`src/hw/rtl/pphd_dly.sv`:
```
module pphd_dly #(
    parameter int W = 64,
    parameter int N = 1
) (
    input  logic         clk,
    input  logic         en,
    input  logic [W-1:0] d,
    output logic [W-1:0] q
);
    logic [W-1:0] tap_reg [0:N-1];

    always_ff @(posedge clk)
    begin
        if (en)
        begin
            tap_reg[0] <= d;
            for (int i = 1; i < N; i++)
            begin
                tap_reg[i] <= tap_reg[i-1];
            end
        end
    end

    assign q = tap_reg[N-1];
endmodule

```
`config.mk`:
```
export PLATFORM = sky130hd
export DESIGN_NAME = pphd_dly
export DESIGN_NICKNAME = d
export VERILOG_FILES = /design/src/hw/rtl/pphd_dly.sv
export SDC_FILE = /design/constraint.sdc
export NUM_CORES = 1
export LEC_CHECK = 0
export BUFFER_PORTS_ARGS = -buffer_cell sky130_fd_sc_hd__buf_2
export CAP_MARGIN = 25
export CORE_MARGIN = 2
export CORE_UTILIZATION = 30
export CTS_BUF_LIST = sky130_fd_sc_hd__clkbuf_8
export DETAILED_ROUTE_END_ITERATION = 8
export HOLD_SLACK_MARGIN = 0.05
export PLACE_DENSITY = 0.67
export SLEW_MARGIN = 30
export SYNTH_ARGS = -nofsm -noshare
export SYNTH_HDL_FRONTEND = slang
export SYNTH_SLANG_ARGS = --single-unit
```
`constraint.sdc`:
```
create_clock -name clk -period 0.8 [get_ports clk]
set_input_delay 0.08 -clock clk [delete_from_list [all_inputs] [get_ports clk]]
set_output_delay 0.08 -clock clk [all_outputs]
set_load 0.01 [all_outputs]
```
==> impl_results.md <==
* Status: complete, but fails checks
* Failing checks: setup timing
* Buf+Inv Stages, Crit Path at 1
* Number of flip-flops in the largest register at 64
* Tightest Pin Transition at around 0.18 ns
* Avg Cell Area, Syn at 30.0 µm²
* Ports at 130
* Worst EP required at 0.72 ns
* Multi-In Gates at 0
* DIE AREA at approximately 0.007 mm²
* Max clock buf depth at 2
* Die extent in x at 84.0 µm
* IO buf count at 129
* Drt total wl at a little under 5000 µm
* Htree depth at 3
* Worst vdd ir at 0.00107 V
* Crit start category: register
* Clock transition at path regs at 0.06 ns
* Post-synth top area cell: edfxtp_1
* Worst-path maximum fanout at 1
* Pins over their slew limit at 0
* Antenna Cells at 0
* Core Box Area at 0.00628 mm²
* Pin count of the biggest net entering global routing at 35
* Die Y at ~84 µm
* Vias per inst at 4.07
* Slowest CP cell: edfxtp_1
* DR iter-0 viols at 52
* Number of nets still failing antenna checks after routing at 0
* Num CTS Buffers at 9
* Mapped Nets at 130
* GPL Wtd Cong at about 0.66
* M3 GR Usage at approximately 6.6%
* Leakage power at 1.51 nW
* Clk sinks at 64
* WHS at approximately 0.24 ns
* Final setup violating endpoints at 64
* All-Layer GR Usage at about 15%
* Area Overhead vs Synth at 81.5%
* Top-area cell type share of the netlist area at 100%
* Global routing usage on met2 at 23.7%
* GRT Residual Overflow at 0
* Post-CTS Setup Inserts at 0
* Synth area leaders: edfxtp_1 100%
* Hold path start: en
* Starting density of the core at 30.6%
* First drt pass iteration count at 4
* Final worst path period need at about 0.95 ns
* Final Cycle Share at 118%
* Post-route worst setup slack at -0.147 ns
* Netlist cell types at 1
* Cell Area, Synth at between 0.0015 and 0.002 mm²
* Seq cells post-synth at 64
* Yosys warning total at 0
* Critical path class: reg2out
* Relative slew slack at 88.1%
* Initial antenna violation count at 0
* # rows at 29
* Vias in the first global route at approximately 1500
* Wire per inst at 14.0 µm
* GR Util met1 at 16.3%
* DRC viols at 0
* Post-layout nets at 336
* CP max stage delay at 0.39 ns
* P per Cell Area at 2010 mW/mm²
* Worst setup path endpoint: q[59]
* Maximum clock rate at 1060 MHz
* Crit-path leading delay family: flip-flops
* Crit path from: tap_reg[0][59]
* Final hold violations at 0
* CP arrival at ~0.87 ns
* First-pass GRT wire length at 7530 µm
* RSZ-0062 raised after global routing: true
* End-of-flow core utilization at between 50 and 60%
* Area used by multi-input combinational logic at 0 µm²
* CP Capture Type: output port
* CP Cell Sequence: buf_2
* Vias at 1425
* Root buffer cell: clkbuf_8
* CTS tree: built
* Gr busiest metal: met2
* Hold Path Class: in2reg
* Sequential-to-total area share from yosys stat at 100%
* Critical path depth at 1
* Fraction of layout cells with a size suffix above 1 at 51.6%
* Gate Count Post-Synth at 64
* Max-cap violations at 0
cell usage in the layout (no fill, tap or decap):
cell type / n
buf_12: 2
clkbuf_8: 9
buf_2: 129
edfxtp_1: 64
inv_1: 3
dlygate4sd3_1: 64
clkinv_1: 1
clkinv_2: 1
metal layers:
metal,part of all wire (%),vias up
met5,0,-
met4,2.4,0
met3,8.3,14
met2,49,86
met1,40,654
li1,-,671
cells in the mapped netlist:
library cell / count
edfxtp_1: 64
how the worst min path moves through the flow:
stage / cells after the start / endpoint / slack (ns)
detailed placement: 1 / tap_reg[0][32] / 0.26
floorplan: 0 / tap_reg[0][0] / 0.18
finish: 2 / tap_reg[0][20] / 0.24
CTS: 2 / tap_reg[0][20] / 0.23
global route: 2 / tap_reg[0][14] / 0.23
global placement: 1 / tap_reg[0][32] / 0.26
cell type report:
cell class | instances | area [µm²]
clock buffers | 9 | 124
fillers | 506 | 2790
flip-flops and latches | 64 | 1920
well taps | 77 | 96.3
repair buffers | 195 | 1330
clock inverters | 5 | 20.0
repair_timing:
action | CTS | global route
gates resized for setup | 0 | 0
pin swaps | 0 | 0
hold endpoints to repair | 64 | 0
hold buffers | 64 | 0
endpoints found under the setup margin | 64 | 64
report_power, final:
part | switching, mW | internal, mW | leakage (nW)
Combinational | 0.390 | 0.498 | 0.794
Sequential | 0.0643 | 3.99 | 0.626
Clock | 1.03 | 1.04 | 0.0862
per-stage QoR:
stage / instances / setup slack, ns / power (mW) / cell area (µm²) / setup TNS (ns)
global route: 350 / -0.200 / 7.34 / 3490 / -10.19
CTS: 350 / -0.168 / 7.10 / 3490 / -8.30
global placement: 272 / 0.0493 / 4.73 / 2700 / 0
detailed placement: 272 / 0.0371 / 4.76 / 2700 / 0
finish: 350 / -0.147 / 7.01 / 3490 / -6.74
floorplan: 64 / 0.326 / 4.27 / 1920 / 0
kinds of logic (layout without fill, tap and decap cells):
kind of cell	Yosys count	after routing	synth area share, %
flops	64	64	100
buf+inv	0	209	0
No activity file was read; power rests on OpenSTA's default activity.
